### config.mk
export PLATFORM = sky130hd
export DESIGN_NAME = bresenham_line_walker_top_flat
export DESIGN_NICKNAME = d
export VERILOG_FILES = /design/src/sv/bres_pkg.sv /design/src/sv/bres_if.sv /design/src/sv/bresenham_line_walker_top.sv /design/src/flat_wrapper.sv
export VERILOG_INCLUDE_DIRS = /design/src /design/src/sv
export SDC_FILE = /design/constraint.sdc
export NUM_CORES = 1
export LEC_CHECK = 0
export ABC_CLOCK_PERIOD_IN_PS = 17000
export BUFFER_PORTS_ARGS = -buffer_cell sky130_fd_sc_hd__buf_4
export CORE_UTILIZATION = 30
export DETAILED_ROUTE_END_ITERATION = 10
export SKIP_CTS_REPAIR_TIMING = 1
export SLEW_MARGIN = 5
export SYNTH_ARGS = -nofsm -noshare
export SYNTH_HDL_FRONTEND = slang
export SYNTH_SLANG_ARGS = --single-unit
### constraint.sdc
create_clock -name i_clk -period 17 [get_ports i_clk]
set_input_delay 2.55 -clock i_clk [delete_from_list [all_inputs] [get_ports i_clk]]
set_output_delay 2.55 -clock i_clk [all_outputs]
set_load 0.02 [all_outputs]
### src/sv/assert_macros.svh
// ----------------------------------------------------------------------------
// Assertion macros
// Shared concurrent assertion forms used by the RTL modules.
// ----------------------------------------------------------------------------
`ifndef ASSERT_MACROS_SVH
`define ASSERT_MACROS_SVH

// Same-cycle implication, disabled while reset is held.
`define ASSERT_IMPLIES(label, clk, rst_n, ante, cons) \
    label: assert property (@(posedge clk) disable iff (!rst_n) (ante) |-> (cons)) \
        else $error("assertion failed: same-cycle implication");

// Next-cycle implication, disabled while reset is held.
`define ASSERT_NEXT(label, clk, rst_n, ante, cons) \
    label: assert property (@(posedge clk) disable iff (!rst_n) (ante) |=> (cons)) \
        else $error("assertion failed: next-cycle implication");

`endif

### src/sv/bres_pkg.sv
// ----------------------------------------------------------------------------
// Bresenham line walker package
// Widths, command codes and payload types shared by the walker files.
// ----------------------------------------------------------------------------
package bres_pkg;

    // Coordinate width of both axes.
    localparam int COORD_BITS = 11;
    // Stored error term: holds values up to twice the major span, signed.
    localparam int ERR_BITS   = COORD_BITS + 2;
    // Working width for the error update before it settles back in range.
    localparam int ERR_WIDE   = COORD_BITS + 3;
    // Remaining pixel count: up to the major span plus one.
    localparam int LEFT_BITS  = COORD_BITS + 1;

    typedef logic [COORD_BITS-1:0] t_coord;
    typedef logic [LEFT_BITS-1:0]  t_left;

    typedef enum logic {
        CMD_LOAD    = 1'b0,
        CMD_ADVANCE = 1'b1
    } t_cmd;

endpackage

### src/sv/bres_if.sv
// ----------------------------------------------------------------------------
// Bresenham line walker channels
// Valid/ready interfaces for the command words and the pixel words.
// ----------------------------------------------------------------------------
interface bres_cmd_if;
    import bres_pkg::*;

    logic   valid;
    logic   ready;
    t_cmd   cmd;
    t_coord first_x;
    t_coord first_y;
    t_coord second_x;
    t_coord second_y;

    modport source (output valid, cmd, first_x, first_y, second_x, second_y,
                    input ready);
    modport sink   (input valid, cmd, first_x, first_y, second_x, second_y,
                    output ready);
endinterface

interface bres_pix_if;
    import bres_pkg::*;

    logic   valid;
    logic   ready;
    t_coord pixel_x;
    t_coord pixel_y;
    logic   last_pixel;

    modport source (output valid, pixel_x, pixel_y, last_pixel, input ready);
    modport sink   (input valid, pixel_x, pixel_y, last_pixel, output ready);
endinterface

### src/sv/bresenham_line_walker_top.sv
// ----------------------------------------------------------------------------
// Bresenham line walker: one pixel word per advance word on an active line.
// A pixel word is registered; it shows the cycle after its advance is taken.
// Throughput: one command word per cycle, limited only by the output register.
// Reset (synchronous, active low) clears the walk and the output valid flag.
// ----------------------------------------------------------------------------
`include "assert_macros.svh"

module bresenham_line_walker_top (
    input  logic        i_clk,
    input  logic        i_rst_n,
    bres_cmd_if.sink    i_cmd_if,
    bres_pix_if.source  o_pix_if
);
    import bres_pkg::*;

    // ------------------------------------------------------------------------
    // Walk state. These registers hold the position of the next pixel and the
    // Bresenham decision variables. A load word rewrites all of them; an
    // advance word moves them one step along the line.
    // ------------------------------------------------------------------------
    logic                       r_walking,     n_walking;
    t_coord                     r_cur_x,       n_cur_x;
    t_coord                     r_cur_y,       n_cur_y;
    logic signed [ERR_BITS-1:0] r_error,       n_error;
    t_left                      r_pixels_left, n_pixels_left;
    logic                       r_x_is_major,  n_x_is_major;
    logic                       r_y_goes_down, n_y_goes_down;
    t_coord                     r_major_span,  n_major_span;
    t_coord                     r_minor_span,  n_minor_span;

    // Output register. It decouples the pixel consumer from the command side:
    // a new word is taken whenever the register is empty or is being drained
    // in the same cycle, so a stalled pixel only blocks once it actually waits.
    logic   r_out_valid, n_out_valid;
    t_coord r_pix_x,     n_pix_x;
    t_coord r_pix_y,     n_pix_y;
    logic   r_pix_last,  n_pix_last;

    logic w_accept;
    logic w_emit;

    assign i_cmd_if.ready = !r_out_valid || o_pix_if.ready;
    assign w_accept       = i_cmd_if.valid && i_cmd_if.ready;
    // An advance only produces a pixel while a line is active.
    assign w_emit         = w_accept && (i_cmd_if.cmd == CMD_ADVANCE) && r_walking;

    assign o_pix_if.valid      = r_out_valid;
    assign o_pix_if.pixel_x    = r_pix_x;
    assign o_pix_if.pixel_y    = r_pix_y;
    assign o_pix_if.last_pixel = r_pix_last;

    // ------------------------------------------------------------------------
    // Load decode. The walk always runs toward larger x, so the endpoint with
    // the smaller x becomes the start; on a tie the first endpoint starts.
    // ------------------------------------------------------------------------
    logic   w_swap;
    t_coord w_sx, w_sy, w_ex, w_ey;
    t_coord w_adx, w_ady;
    logic   w_down;
    logic   w_xmaj;

    assign w_swap = i_cmd_if.second_x < i_cmd_if.first_x;
    assign w_sx   = w_swap ? i_cmd_if.second_x : i_cmd_if.first_x;
    assign w_sy   = w_swap ? i_cmd_if.second_y : i_cmd_if.first_y;
    assign w_ex   = w_swap ? i_cmd_if.first_x  : i_cmd_if.second_x;
    assign w_ey   = w_swap ? i_cmd_if.first_y  : i_cmd_if.second_y;
    assign w_adx  = w_ex - w_sx;
    assign w_down = w_ey < w_sy;
    assign w_ady  = w_down ? (w_sy - w_ey) : (w_ey - w_sy);
    // Ties between the spans go to y as the major axis.
    assign w_xmaj = w_adx > w_ady;

    // ------------------------------------------------------------------------
    // Step logic. The major coordinate always moves by one. The error drops by
    // twice the minor span; when it reaches zero or below, the minor
    // coordinate moves too and the error recovers by twice the major span.
    // The wide working value then always lands back in a positive range.
    // ------------------------------------------------------------------------
    logic signed [ERR_WIDE-1:0] w_err_sub;
    logic signed [ERR_WIDE-1:0] w_err_fix;
    logic                       w_minor_step;
    t_coord                     w_y_step;
    t_coord                     w_x_step;

    assign w_err_sub    = ERR_WIDE'(r_error)
                        - signed'(ERR_WIDE'({r_minor_span, 1'b0}));
    assign w_err_fix    = w_err_sub + signed'(ERR_WIDE'({r_major_span, 1'b0}));
    assign w_minor_step = w_err_sub <= 0;
    assign w_x_step     = r_cur_x + 1'b1;
    assign w_y_step     = r_y_goes_down ? (r_cur_y - 1'b1) : (r_cur_y + 1'b1);

    always_comb begin
        n_walking     = r_walking;
        n_cur_x       = r_cur_x;
        n_cur_y       = r_cur_y;
        n_error       = r_error;
        n_pixels_left = r_pixels_left;
        n_x_is_major  = r_x_is_major;
        n_y_goes_down = r_y_goes_down;
        n_major_span  = r_major_span;
        n_minor_span  = r_minor_span;

        n_out_valid   = r_out_valid && !o_pix_if.ready;
        n_pix_x       = r_pix_x;
        n_pix_y       = r_pix_y;
        n_pix_last    = r_pix_last;

        if (w_accept) begin
            case (i_cmd_if.cmd)
                CMD_LOAD: begin
                    // A load drops any active line and starts the new one.
                    n_walking     = 1'b1;
                    n_cur_x       = w_sx;
                    n_cur_y       = w_sy;
                    n_x_is_major  = w_xmaj;
                    n_y_goes_down = w_down;
                    n_major_span  = w_xmaj ? w_adx : w_ady;
                    n_minor_span  = w_xmaj ? w_ady : w_adx;
                    n_error       = signed'(ERR_BITS'(n_major_span));
                    n_pixels_left = LEFT_BITS'(n_major_span) + 1'b1;
                end
                CMD_ADVANCE: begin
                    if (r_walking) begin
                        n_out_valid   = 1'b1;
                        n_pix_x       = r_cur_x;
                        n_pix_y       = r_cur_y;
                        n_pix_last    = r_pixels_left == LEFT_BITS'(1);
                        n_pixels_left = r_pixels_left - 1'b1;
                        if (r_pixels_left == LEFT_BITS'(1)) begin
                            // The end point was just emitted; the walk stops
                            // and the position stays where it is.
                            n_walking = 1'b0;
                        end else begin
                            if (r_x_is_major) begin
                                n_cur_x = w_x_step;
                                if (w_minor_step) begin
                                    n_cur_y = w_y_step;
                                end
                            end else begin
                                n_cur_y = w_y_step;
                                if (w_minor_step) begin
                                    n_cur_x = w_x_step;
                                end
                            end
                            n_error = w_minor_step ? ERR_BITS'(w_err_fix)
                                                   : ERR_BITS'(w_err_sub);
                        end
                    end
                end
                default: begin
                    n_walking = r_walking;
                end
            endcase
        end
    end

    // Control state is cleared by reset; the pixel payload needs no reset.
    always_ff @(posedge i_clk) begin
        if (!i_rst_n) begin
            r_walking     <= 1'b0;
            r_cur_x       <= '0;
            r_cur_y       <= '0;
            r_error       <= '0;
            r_pixels_left <= '0;
            r_x_is_major  <= 1'b0;
            r_y_goes_down <= 1'b0;
            r_major_span  <= '0;
            r_minor_span  <= '0;
            r_out_valid   <= 1'b0;
        end else begin
            r_walking     <= n_walking;
            r_cur_x       <= n_cur_x;
            r_cur_y       <= n_cur_y;
            r_error       <= n_error;
            r_pixels_left <= n_pixels_left;
            r_x_is_major  <= n_x_is_major;
            r_y_goes_down <= n_y_goes_down;
            r_major_span  <= n_major_span;
            r_minor_span  <= n_minor_span;
            r_out_valid   <= n_out_valid;
        end
    end

    always_ff @(posedge i_clk) begin
        r_pix_x    <= n_pix_x;
        r_pix_y    <= n_pix_y;
        r_pix_last <= n_pix_last;
    end

    // ------------------------------------------------------------------------
    // Assertions.
    // ------------------------------------------------------------------------
    // An active walk always has at least one pixel left to emit.
    `ASSERT_IMPLIES(a_walk_has_pixels, i_clk, i_rst_n, r_walking, r_pixels_left != '0)
    // On any line longer than one pixel the error term stays strictly positive.
    `ASSERT_IMPLIES(a_error_positive, i_clk, i_rst_n, r_walking && (r_major_span != '0), r_error > 0)
    // Emitting the end point ends the walk at the next edge.
    `ASSERT_NEXT(a_last_stops_walk, i_clk, i_rst_n, w_emit && (r_pixels_left == LEFT_BITS'(1)), !r_walking && r_out_valid && r_pix_last)
    // A pixel word that is not the end point keeps the walk going.
    `ASSERT_NEXT(a_mid_keeps_walk, i_clk, i_rst_n, w_emit && (r_pixels_left != LEFT_BITS'(1)), r_walking && r_out_valid && !r_pix_last)

endmodule

### src/flat_wrapper.sv
// flat-port wrapper written by rule: the top's interface ports become plain ports
module bresenham_line_walker_top_flat import bres_pkg::*;
  (i_clk, i_rst_n, i_cmd_if_valid, i_cmd_if_cmd, i_cmd_if_first_x, i_cmd_if_first_y, i_cmd_if_second_x, i_cmd_if_second_y, i_cmd_if_ready, o_pix_if_valid, o_pix_if_pixel_x, o_pix_if_pixel_y, o_pix_if_last_pixel, o_pix_if_ready);
  bres_cmd_if i_cmd_if_i ();
  bres_pix_if o_pix_if_i ();
  input  logic i_clk;
  input  logic i_rst_n;
  input wire logic [$bits(i_cmd_if_i.valid)-1:0] i_cmd_if_valid;
  input wire logic [$bits(i_cmd_if_i.cmd)-1:0] i_cmd_if_cmd;
  input wire logic [$bits(i_cmd_if_i.first_x)-1:0] i_cmd_if_first_x;
  input wire logic [$bits(i_cmd_if_i.first_y)-1:0] i_cmd_if_first_y;
  input wire logic [$bits(i_cmd_if_i.second_x)-1:0] i_cmd_if_second_x;
  input wire logic [$bits(i_cmd_if_i.second_y)-1:0] i_cmd_if_second_y;
  output wire logic [$bits(i_cmd_if_i.ready)-1:0] i_cmd_if_ready;
  output wire logic [$bits(o_pix_if_i.valid)-1:0] o_pix_if_valid;
  output wire logic [$bits(o_pix_if_i.pixel_x)-1:0] o_pix_if_pixel_x;
  output wire logic [$bits(o_pix_if_i.pixel_y)-1:0] o_pix_if_pixel_y;
  output wire logic [$bits(o_pix_if_i.last_pixel)-1:0] o_pix_if_last_pixel;
  input wire logic [$bits(o_pix_if_i.ready)-1:0] o_pix_if_ready;
  assign i_cmd_if_i.valid = i_cmd_if_valid;
  assign i_cmd_if_i.cmd = i_cmd_if_cmd;
  assign i_cmd_if_i.first_x = i_cmd_if_first_x;
  assign i_cmd_if_i.first_y = i_cmd_if_first_y;
  assign i_cmd_if_i.second_x = i_cmd_if_second_x;
  assign i_cmd_if_i.second_y = i_cmd_if_second_y;
  assign i_cmd_if_ready = i_cmd_if_i.ready;
  assign o_pix_if_valid = o_pix_if_i.valid;
  assign o_pix_if_pixel_x = o_pix_if_i.pixel_x;
  assign o_pix_if_pixel_y = o_pix_if_i.pixel_y;
  assign o_pix_if_last_pixel = o_pix_if_i.last_pixel;
  assign o_pix_if_i.ready = o_pix_if_ready;
  bresenham_line_walker_top u_core (.i_clk(i_clk), .i_rst_n(i_rst_n), .i_cmd_if(i_cmd_if_i), .o_pix_if(o_pix_if_i));
endmodule
Yosys cells after proc, flatten, opt, wreduce, memory -nomap -nowiden
Cells that the tools add are included.
Widths: inputs -> output; s select.

word-level totals
  bits in registers = 96
  input bits = 49
  output and inout bits = 25
  logic and storage cells = 74

operators by class
  $add $sub $neg = 10
  magnitude comparators = 4
  equality and inequality tests = 5
  mux-type cells = 30
  bitwise gates (word level) = 1
  reduce and logical (&&, ||, !) cells = 11

operators with widths
  kind                   count
  $mux 11                16
  $pmux 11 s2            2
  $mux 13                3
  $sub 11x11->11         3
  $pmux 13 s2            1
  $pmux 12 s2            1
  $add 11x1->11 const B  2
  $lt 11x11->1           2
  $le 14x1->1 const B    1
  $sub 13x13->14         1
  $add 13x13->13         1
  $add 11x1->12 const B  1
  $eq 12x1->1 const B    1
  $mux 12                1
  $sub 12x1->12 const B  1
  $gt 11x11->1           1
  $sub 11x1->11 const B  1
  $reduce_and 4->1       2
  $reduce_and 3->1       2
  $mux 1                 5
  $reduce_and 2->1       2
  $ne 3x1->1 const B     1
  $ne 3x3->1 const B     1
  $logic_and 1x1->1      2
  6 further kinds        7

Logic depth before layout (Yosys ltp)
Gate-level depths: netlist of the first run.

  word-level depth = 8
  gate-level depth with buffers = 33
  mapped depth without buffers = 27

Worst setup path after synthesis of the first run
OpenSTA, ideal clock, no wires.

  path type = input-to-reg
  from = input port i_cmd_if_first_x[5]
  to = register u_core.r_pixels_left[10]
  data arrival time = 9.087 ns
  required time = 16.878 ns
  setup slack = 7.791 ns
  stages = 31
  path buffers = 6
  path through = inv_1 > ha_1 > buf_2 > nand2_1 > o21ai_2 > a211oi_2 > buf_2 > buf_2 > buf_1 > clkbuf_1 > a21oi_1 > ha_1 > nand4_1 > o311ai_0 > mux2_2 > o311ai_1 > nand4_1 > a21oi_1 > nor2_1 > ha_1 > a211oi_1 > o21bai_1 > a2111o_1 > and2_1 > clkbuf_1 > a21oi_1 > ha_1 > nand2_1 > a211oi_1 > a311oi_1 > a221o_1

between the ends
  cells in the longest elaborated chain, start to end = 8

ends and longest elaborated chain
  what                                                   RTL line                                                          text
  from (decl)                                            flat_wrapper.sv:10                                                input wire logic [$bits(i_cmd_if_i.first_x)-1:0] i_cmd_if_first_x;
  $lt 11x11->1                                           bresenham_line_walker_top.sv:63                                   assign w_swap = i_cmd_if.second_x < i_cmd_if.first_x;
  $mux 11, on equally long branches                      bresenham_line_walker_top.sv:67, bresenham_line_walker_top.sv:65
  $sub 11x11->11 / $lt 11x11->1 (equally long branches)  bresenham_line_walker_top.sv:70, bresenham_line_walker_top.sv:69
  $mux 11                                                bresenham_line_walker_top.sv:70                                   assign w_ady = w_down ? (w_sy - w_ey) : (w_ey - w_sy);
  $gt 11x11->1                                           bresenham_line_walker_top.sv:72                                   assign w_xmaj = w_adx > w_ady;
  $mux 11 *                                              bresenham_line_walker_top.sv:118                                  n_major_span = w_xmaj ? w_adx : w_ady;
  $add 11x1->12 *                                        bresenham_line_walker_top.sv:121                                  n_pixels_left = LEFT_BITS'(n_major_span) + 1'b1;
  $pmux 12 s2 *                                          bresenham_line_walker_top.sv:110                                  case (i_cmd_if.cmd)
  to (signal assigned)                                   bresenham_line_walker_top.sv:176                                  r_pixels_left <= n_pixels_left;
  to (decl)                                              bresenham_line_walker_top.sv:26                                   t_left r_pixels_left, n_pixels_left;

Every way passes the cells marked *; elsewhere a longest branch is shown, timed or not.
A chain may end at the register's enable or synchronous reset.

Worst setup path after layout of the first run
  from = input port i_cmd_if_first_x[2]
  to = register u_core.r_pixels_left[10]

The elaborated chain is that of the path after synthesis.

==> results.sh, run 1 <==
export IMPL_rows=63
export IMPL_path_clk_slew_ns=0.07
export IMPL_fmax_ghz=0.105
export IMPL_synth_seq_area_share_pct=23.2
export IMPL_area_growth_pct=12.7
export IMPL_max_slew_margin_pct=33.9
export IMPL_synth_top_area_share_pct=15.8
export IMPL_finClkSkew_ns=0.0110
export IMPL_final_core_util_pct=34.8
export IMPL_drt_wl_total_um=28200
export IMPL_antenna_found_initial=2
export IMPL_synth_edff_count=23
export IMPL_p_leak_nw=4.13
export IMPL_r2r_start="u_core.r_error[1]"
export IMPL_reg2reg_to="u_core.r_cur_x[2]"
export IMPL_end_kind="register"
export IMPL_final_hold_viol_count=0
export IMPL_hold_class="register to register"
export IMPL_regArea_um2=2150
export IMPL_setup_viol=0
export IMPL_synth_top_cells_by_count="127 x nand2_1, 99 x a21oi_1, 93 x o21ai_0"
export IMPL_hold_end="u_core.o_pix_if.pixel_y[10]"
export IMPL_grt_overflow_total=0
export IMPL_die_h_um=178
export IMPL_ys_flop_type="dfxtp_1"
export IMPL_netlist_area_um2=9260
export IMPL_async_flop_share_pct=0
export IMPL_insertion_delay_ns=0.36
export IMPL_fin_crit_ns=9.53
export IMPL_rsz0062_at_grt="false"
export IMPL_clock_sinks=96
export IMPL_start_util_pct=30.8
export IMPL_grt_max_degree=100
export IMPL_critPathMaxFanout=51
export IMPL_synth_most_common_cell="nand2_1"
export IMPL_clockBufferDepth=2
export IMPL_p_total_mw=1.30
export IMPL_setup_ws_ns=7.47
export IMPL_wl_per_cell_um=17.1
export IMPL_syn_num_nets=1332
export IMPL_crit_chain="buf_4, inv_1, ha_1, nand3b_1, a2111oi_4, a211o_4, mux2_2, a21oi_1, nand2_1, a221oi_1, ha_1, a21o_1, a211oi_1, o21bai_1, a2111o_1, and2_1, a21oi_1, ha_1, nand2_1, a211oi_1, a311oi_1, a221o_1"
export IMPL_gp_congestion=0.974
export IMPL_r2r_slack_ns=12.89
export IMPL_viasPerCell=5.52
export IMPL_cp_slowest_cell="a21oi_1"
export IMPL_die_area_um2=31600
export IMPL_grt_pass1_wl_um=44800
export IMPL_maxCapViolations=0
export IMPL_cts_made_buffers=9
export IMPL_tightestPinTransition_ns=0.988
export IMPL_critical_path_class="input pin to register"
export IMPL_grt_usage_pct=18.0
export IMPL_portBuffers=73
export IMPL_hp_start="u_core.r_cur_y[10]"
export IMPL_first_pass_iters=5
export IMPL_multiInputGateArea_um2=6550
export IMPL_synth_seq_cells=96
export IMPL_yosys_warnings=0
export IMPL_dpl_hpwl_um=21600
export IMPL_ioPinCount=74
export IMPL_crit_top_cell="ha_1"
export IMPL_dpl_worst_slack_ns=7.19
export IMPL_power_density_nw_per_um2=125
export IMPL_drive_gt1_share_pct=11.2
export IMPL_cts_root_buf="clkbuf_16"
export IMPL_ant_nets=0
export IMPL_syn_area_per_cell_um2=7.59
export IMPL_cp_arrival_ns=9.77
export IMPL_dpl_cell_area_um2=10100
export IMPL_core_area_um2=30000
export IMPL_worst_setup_path_start_kind="input pin"
export IMPL_drv_slew=0
export IMPL_cts_max_level=3
export IMPL_setup_tns_ns=0
export IMPL_yosysTopAreaCell="dfxtp_1"
export IMPL_routed_via_count=9077
export IMPL_grt_pass1_vias=8285
export IMPL_fin_crit_sh_pct=56.0
export IMPL_drc=0
export IMPL_cts_tree="built"
export IMPL_fill_cells=3133
export IMPL_fin_area_um2=10400
export IMPL_ys_top_cells_by_area="dfxtp_1 16%, ha_1 8.1%, edfxtp_1 7.5%"
export IMPL_nets=1360
export IMPL_syn_inst=1220
export IMPL_ir_drop_mv=0.0535
export IMPL_run_status="complete, no violations"
export IMPL_die_x_um=178
export IMPL_r2r_cells=17
export IMPL_crit_required_ns=17.24
export IMPL_hold_path_depth=0
export IMPL_drt_iter0_markers=714
export IMPL_synth_cell_type_count=82
export IMPL_max_stage_delay_ns=0.66
[power breakdown]
| part | leakage (nW) | internal (mW) | switching [mW] | total, mW |
|---|---|---|---|---|
| clock | 0.161 | 0.128 | 0.0947 | 0.223 |
| combinational | 3.16 | 0.311 | 0.484 | 0.794 |
| sequential | 0.808 | 0.264 | 0.0234 | 0.287 |
| total | 4.13 | 0.702 | 0.602 | 1.30 |
[layout make-up]
cell class,instances,share of cell area [%]
diodes,1,0.0240
clock buffers,11,2.53
clock inverters,5,0.587
inverters,83,2.98
multi-input cells,977,62.8
flip-flops and latches,96,20.6
well taps,390,4.67
repair buffers,81,5.82
[critical path: cells and delay by family]
family | cells | cell delay [ns]
compound gates | 12 | 4.65
simple gates | 4 | 0.83
buf+inv | 2 | 0.18
fa+ha+maj | 3 | 1.10
mux | 1 | 0.44
[per-layer routing]
metal / global-route usage, % / routed length [um] / vias up
met5: 0 / 10 / -
met2: 28.4 / 12500 / 309
met4: 4.42 / 398 / 2
met3: 2.78 / 1970 / 27
li1: - / - / 4536
met1: 25.3 / 13300 / 4203
[cell families after synthesis]
kind of cell | count (synthesis) | synth area share [%]
compound gates | 417 | 30.7
simple gates | 399 | 21.0
buf+inv | 147 | 6.17
flops | 96 | 23.2
fa+ha+maj | 78 | 10.4
xor+xnor | 50 | 4.81
mux | 33 | 3.71
[registers in the layout (all words and copies together), names as in the netlist]
| register | cells |
|---|---|
| u_core.o_pix_if.pixel_x | 11 |
| u_core.o_pix_if.pixel_y | 11 |
| u_core.r_major_span | 11 |
| u_core.r_minor_span | 11 |
| u_core.o_pix_if.last_pixel | 1 |
| u_core.r_pixels_left | 12 |
| u_core.r_error | 13 |
| u_core.r_walking | 1 |
| u_core.r_cur_y | 11 |
| u_core.r_x_is_major | 1 |
| u_core.r_cur_x | 11 |
| u_core.o_pix_if.valid | 1 |
| u_core.r_y_goes_down | 1 |
[per-stage QoR]
step | cells | hold slack [ns]
floorplan | 1220 | 0.423
global placement | 1627 | 0.441
detailed placement | 1627 | 0.446
CTS | 1643 | 0.462
global route | 1643 | 0.473
finish | 1644 | 0.465
[cell usage in the layout, fill, tap and decap left out, types with 22 or more instances in the layout]
| master | n |
|---|---|
| nand2_1 | 127 |
| nor2b_1 | 38 |
| o21ai_0 | 93 |
| mux2i_1 | 22 |
| nand3_1 | 36 |
| xnor2_1 | 33 |
| nor2_1 | 79 |
| nand2b_1 | 24 |
| o211ai_1 | 29 |
| ha_1 | 60 |
| a21boi_0 | 25 |
| dfxtp_1 | 73 |
| buf_4 | 81 |
| a211oi_1 | 37 |
| a21oi_1 | 99 |
| inv_1 | 82 |
| edfxtp_1 | 23 |
[worst max-delay path by stage]
stage / startpoint / to
detailed placement: i_cmd_if_first_x[2] / u_core.r_pixels_left[10]
finish: i_cmd_if_first_x[2] / u_core.r_pixels_left[10]
CTS: i_cmd_if_first_x[2] / u_core.r_pixels_left[10]
global placement: i_cmd_if_first_x[2] / u_core.r_pixels_left[10]
global route: i_cmd_if_first_x[2] / u_core.r_pixels_left[10]
floorplan: i_cmd_if_first_x[5] / u_core.r_pixels_left[10]
No activity file was read; power rests on OpenSTA's default activity.
==> inputs of run 2 (changes only) <==
- ABC_CLOCK_PERIOD_IN_PS: 17000 -> 8300
- clock period: 17 -> 8.3 ns (I/O delays scaled with it)
==> run 2 against run 1 <==
Against the previous run: global-route usage increased by 0.37 points; core utilization increased by 0.16 points; combinational power increased by 110%; register-to-register slack got worse by 8.7 ns; final area increased by 0.46%; sequential share of layout area decreased by 0.094 points; clock power increased by 96%; largest cell class unchanged.
==> results.sh, run 2 (synthesized netlist as in run 1, its figures left out) <==
export IMPL_run_status="complete, no violations"
export IMPL_rsz0062_at_grt="false"
export IMPL_nets=1371
export IMPL_max_slew_margin_pct=27.1
export IMPL_path_clk_slew_ns=0.08
export IMPL_grt_pass1_wl_um=45700
export IMPL_power_density_nw_per_um2=257
export IMPL_antenna_found_initial=1
export IMPL_fin_crit_sh_pct=90.9
export IMPL_final_common_cell="nand2_1"
export IMPL_rows=63
export IMPL_drc=0
export IMPL_hold_end="u_core.o_pix_if.pixel_x[10]"
export IMPL_area_growth_pct=13.2
export IMPL_grt_usage_pct=18.3
export IMPL_tightestPinTransition_ns=1.09
export IMPL_largest_register="u_core.r_error"
export IMPL_viasPerCell=5.51
export IMPL_r2r_start="u_core.r_minor_span[0]"
export IMPL_die_x_um=178
export IMPL_largest_reg_flops=13
export IMPL_maxCapViolations=0
export IMPL_drive_gt1_share_pct=11.9
export IMPL_dpl_worst_slack_ns=0.585
export IMPL_fin_crit_ns=7.54
export IMPL_ant_nets=0
export IMPL_insertion_delay_ns=0.36
export IMPL_fill_cells=3120
export IMPL_clockBufferDepth=2
export IMPL_core_area_um2=30000
export IMPL_cts_made_buffers=9
export IMPL_r2r_slack_ns=4.24
export IMPL_grt_pass1_vias=8512
export IMPL_hp_start="u_core.r_cur_x[10]"
export IMPL_p_leak_nw=4.17
export IMPL_cp_arrival_ns=7.82
export IMPL_dpl_hpwl_um=22000
export IMPL_drt_wl_total_um=28600
export IMPL_drt_iter0_markers=619
export IMPL_start_util_pct=30.8
export IMPL_clock_sinks=96
export IMPL_critical_path_class="input pin to register"
export IMPL_first_pass_iters=5
export IMPL_setup_tns_ns=0
export IMPL_wl_per_cell_um=17.3
export IMPL_antenna_cells=0
export IMPL_final_hold_viol_count=0
export IMPL_layout_common_cells="127 x nand2_1, 99 x a21oi_1, 93 x o21ai_0"
export IMPL_routed_via_count=9113
export IMPL_largestRegisters="u_core.r_error: 13 flops, u_core.r_pixels_left: 12 flops"
export IMPL_portBuffers=73
export IMPL_gp_congestion=0.905
export IMPL_end_kind="register"
export IMPL_grt_max_degree=100
export IMPL_reg2reg_to="u_core.r_cur_y[0]"
export IMPL_ir_drop_mv=0.120
export IMPL_critPathMaxFanout=9
export IMPL_multiInputGateArea_um2=6550
export IMPL_ioPinCount=74
export IMPL_r2r_cells=16
export IMPL_setup_viol=0
export IMPL_worst_setup_path_start_kind="input pin"
export IMPL_cts_max_level=3
export IMPL_drv_slew=0
export IMPL_regArea_um2=2150
export IMPL_cts_root_buf="clkbuf_16"
export IMPL_fmax_ghz=0.133
export IMPL_die_area_um2=31600
export IMPL_hold_path_depth=0
export IMPL_crit_required_ns=8.58
export IMPL_grt_overflow_total=0
export IMPL_finClkSkew_ns=0.0162
export IMPL_setup_ws_ns=0.757
export IMPL_die_h_um=178
export IMPL_cts_tree="built"
export IMPL_hold_class="register to register"
==> run 2: layer usage <==
| metal | share of wire, % | global-route usage (%) | vias to the layer above |
|---|---|---|---|
| met3 | 5.1 | 2.66 | 38 |
| met2 | 44 | 28.7 | 232 |
| met1 | 49 | 25.9 | 4301 |
| li1 | - | - | 4540 |
| met5 | 0.045 | 0 | - |
| met4 | 2.0 | 5.20 | 2 |
==> run 2: stage by stage <==
stage               utilization (%)  cells  total power [mW]  hold WS [ns]  area [um^2]
finish                         34.9   1654              2.70         0.448        10500
global route                   34.9   1654              2.92         0.465        10500
CTS                            34.9   1654              2.70         0.442        10500
detailed placement             33.9   1638              2.25         0.444        10200
global placement               33.9   1638              2.23         0.441        10200
floorplan                         -   1220              1.82         0.423         9260
==> run 2: final cells by class <==
type                       instances  share of cell area [%]
sequential                        96                    20.5
clock inverter                     6                   0.608
inverter                          83                    2.97
tap                              390                    4.65
timing repair buffer              92                    6.59
multi-input combinational        977                    62.5
clock buffer                      10                    2.18
==> run 2: how the worst max path moves through the flow <==
stage | end | startpoint | cells after the start | slack, ns
after CTS | u_core.r_pixels_left[11] | i_cmd_if_second_x[10] | 25 | 0.92
after global routing | u_core.r_pixels_left[11] | i_cmd_if_first_x[5] | 26 | 0.19
after global placement | u_core.r_pixels_left[11] | i_cmd_if_second_x[10] | 25 | 0.81
after detailed placement | u_core.r_pixels_left[11] | i_cmd_if_first_x[8] | 26 | 0.58
after floorplan | u_core.r_pixels_left[10] | i_cmd_if_first_x[5] | 31 | 0.40
final | u_core.r_pixels_left[11] | i_cmd_if_first_x[5] | 26 | 0.76
==> run 2: critical path: stages <==
cell	delay (ns)
buf_4	0.09
inv_1	0.07
ha_1	0.44
nand4_1	0.21
a2111oi_4	0.49
a211oi_1	0.21
a21oi_1	0.19
ha_1	0.25
nor2_1	0.09
maj3_1	0.36
o211a_1	0.23
o31ai_1	0.43
a221oi_1	0.15
a2bb2oi_1	0.23
xnor2_1	0.25
ha_1	0.33
o21ai_0	0.12
o21bai_1	0.13
a2111o_1	0.47
a2111oi_0	0.44
o211ai_1	0.14
nand3_1	0.23
nand3_1	0.26
a211oi_1	0.38
nand4_1	0.20
a21oi_1	0.18
==> run 2: power breakdown <==
group	switching (mW)	internal [mW]	total [mW]	leakage, nW
logic	1.01	0.667	1.67	3.21
clock network	0.200	0.236	0.436	0.149
registers	0.0465	0.540	0.586	0.808
total	1.25	1.44	2.70	4.17
==> inputs of run 3 (changes only) <==
- CORE_MARGIN: unset -> 3
- RECOVER_POWER: unset -> 100
==> run 3 against run 2 <==
Against the previous run: the run now ends with capacitance limit, slew limit left; final area is 1.4% lower; sequential cell count did not move; total power fell by 1.3%; via count down 0.37%; clock-buffer cell count is the same; maximum frequency shrank 1.7%; hold slack better by 0.014 ns; critical path type unchanged; highest routed layer unchanged.
==> results.sh, run 3 (synthesized netlist as in run 1, its figures left out) <==
export IMPL_run_status="finished, violations left"
export IMPL_violations="capacitance limit, slew limit"
export IMPL_grt_overflow_total=0
export IMPL_p_total_mw=2.66
export IMPL_drc=0
export IMPL_portBuffers=73
export IMPL_drive_gt1_share_pct=9.26
export IMPL_worst_setup_path_start_kind="input pin"
export IMPL_max_slew_margin_pct=-96.2
export IMPL_antenna_cells=0
export IMPL_area_growth_pct=11.7
export IMPL_fin_crit_sh_pct=92.4
export IMPL_routed_via_count=9079
export IMPL_drt_iter0_markers=754
export IMPL_critPathMaxFanout=14
export IMPL_drv_slew=108
export IMPL_p_leak_nw=4.05
export IMPL_clockBufferDepth=2
export IMPL_clock_sinks=96
export IMPL_die_h_um=182
export IMPL_first_pass_iters=5
export IMPL_layout_common_cells="127 x nand2_1, 99 x a21oi_1, 93 x o21ai_0"
export IMPL_fin_area_um2=10300
export IMPL_critical_path_class="input pin to register"
export IMPL_nets=1371
export IMPL_grt_pass1_vias=8506
export IMPL_path_clk_slew_ns=0.07
export IMPL_cts_max_level=3
export IMPL_cts_tree="built"
export IMPL_maxCapViolations=2
export IMPL_grt_max_degree=100
export IMPL_power_density_nw_per_um2=257
export IMPL_core_area_um2=30000
export IMPL_viasPerCell=5.49
export IMPL_die_x_um=182
export IMPL_largest_reg_flops=13
export IMPL_finClkSkew_ns=0.0136
export IMPL_grt_usage_pct=16.7
export IMPL_globalRouteMet3Util_pct=2.56
export IMPL_rows=63
export IMPL_grt_pass1_wl_um=45500
export IMPL_setup_tns_ns=0
export IMPL_insertion_delay_ns=0.35
export IMPL_hold_class="register to register"
export IMPL_grt_util_met1_pct=23.7
export IMPL_crit_required_ns=8.54
export IMPL_dpl_hpwl_um=21900
export IMPL_ir_drop_mv=0.0993
export IMPL_grtUsageMet2_pct=26.6
export IMPL_end_kind="register"
export IMPL_dpl_cell_area_um2=10200
export IMPL_fin_crit_ns=7.67
export IMPL_drt_wl_total_um=28400
export IMPL_largestRegisters="u_core.r_error: 13 flops, u_core.r_pixels_left: 12 flops"
export IMPL_cts_root_buf="clkbuf_16"
export IMPL_ioPinCount=74
export IMPL_cts_made_buffers=9
export IMPL_start_util_pct=30.8
export IMPL_ant_nets=0
export IMPL_die_area_um2=33000
export IMPL_final_common_cell="nand2_1"
export IMPL_rsz0062_at_grt="false"
export IMPL_fmax_ghz=0.130
export IMPL_wl_per_cell_um=17.2
export IMPL_antenna_found_initial=2
export IMPL_largest_register="u_core.r_error"
export IMPL_top_usage_layer="met2"
export IMPL_setup_viol=0
export IMPL_tightestPinTransition_ns=2.94
export IMPL_cp_arrival_ns=7.91
export IMPL_gp_congestion=0.913
export IMPL_final_hold_viol_count=0
==> run 3: changes by cell type in the layout (fill, tap and decap cells not counted), sizes merged <==
cell	delta
clkbuf	+32
clkinv	+3
buf	-32
inv	-3
==> run 3: power breakdown <==
| part | leakage (nW) | internal (mW) | switching, mW |
|---|---|---|---|
| logic | 3.08 | 0.639 | 0.998 |
| clock network | 0.153 | 0.244 | 0.192 |
| registers | 0.808 | 0.540 | 0.0472 |
| total | 4.05 | 1.42 | 1.24 |
==> run 3: path summary, 6_finish.rpt <==
| path | start | end | slack [ns] | cells after the start |
|---|---|---|---|---|
| hold reg to reg | u_core.r_error[0] | u_core.r_error[0] | 0.46 | 2 |
| setup / recovery | i_cmd_if_first_x[5] | u_core.r_pixels_left[10] | 0.63 | 25 |
| setup reg to reg | u_core.r_minor_span[0] | u_core.r_cur_y[10] | 3.70 | 16 |
| hold / removal | u_core.r_error[0] | u_core.r_error[0] | 0.46 | 2 |
==> run 3: critical path, stage by stage <==
cell and delay [ns]:
clkbuf_1 0.12, inv_1 0.10, ha_1 0.44, nand4_1 0.22, a2111oi_4 0.48, a211oi_1 0.19, a21oi_1 0.18, ha_1 0.24
nor2_1 0.08, maj3_1 0.36, o211a_1 0.24, o31ai_1 0.40, a221oi_1 0.14, a2bb2oi_1 0.22, xnor2_1 0.25, ha_1 0.32
o21ai_0 0.13, o21bai_1 0.15, a2111o_1 0.48, and2_0 0.20, clkbuf_1 0.27, or4_4 0.64, a211oi_2 0.36, a311oi_1 0.14
a221o_1 0.28
==> run 3: metal layers <==
metal | wire length (um) | share of wire [%]
met5 | 19 | 0.067
met4 | 469 | 1.7
met3 | 1580 | 5.6
met2 | 12800 | 45
met1 | 13600 | 48
==> run 3: per-stage QoR <==
stage / setup WS [ns] / std cells / hold WS (ns) / util [%]
2_1_floorplan: 0.396 / 1220 / 0.423 / -
3_3_place_gp: 0.652 / 1638 / 0.445 / 33.9
3_5_place_dp: 0.620 / 1638 / 0.444 / 33.9
4_1_cts: 0.959 / 1654 / 0.458 / 35.0
5_1_grt: 0.180 / 1654 / 0.474 / 34.4
6_report: 0.629 / 1654 / 0.462 / 34.4
==> run 3: final cells by class <==
class                           instances  area, um^2
Clock inverter                          6        66.3
Timing Repair Buffer                   92         571
Multi-Input combinational cell        977        6520
Sequential cell                        96        2150
Inverter                               83         312
Tap cell                              390         488
Fill cell                            3177       19700
Clock buffer                           10         239
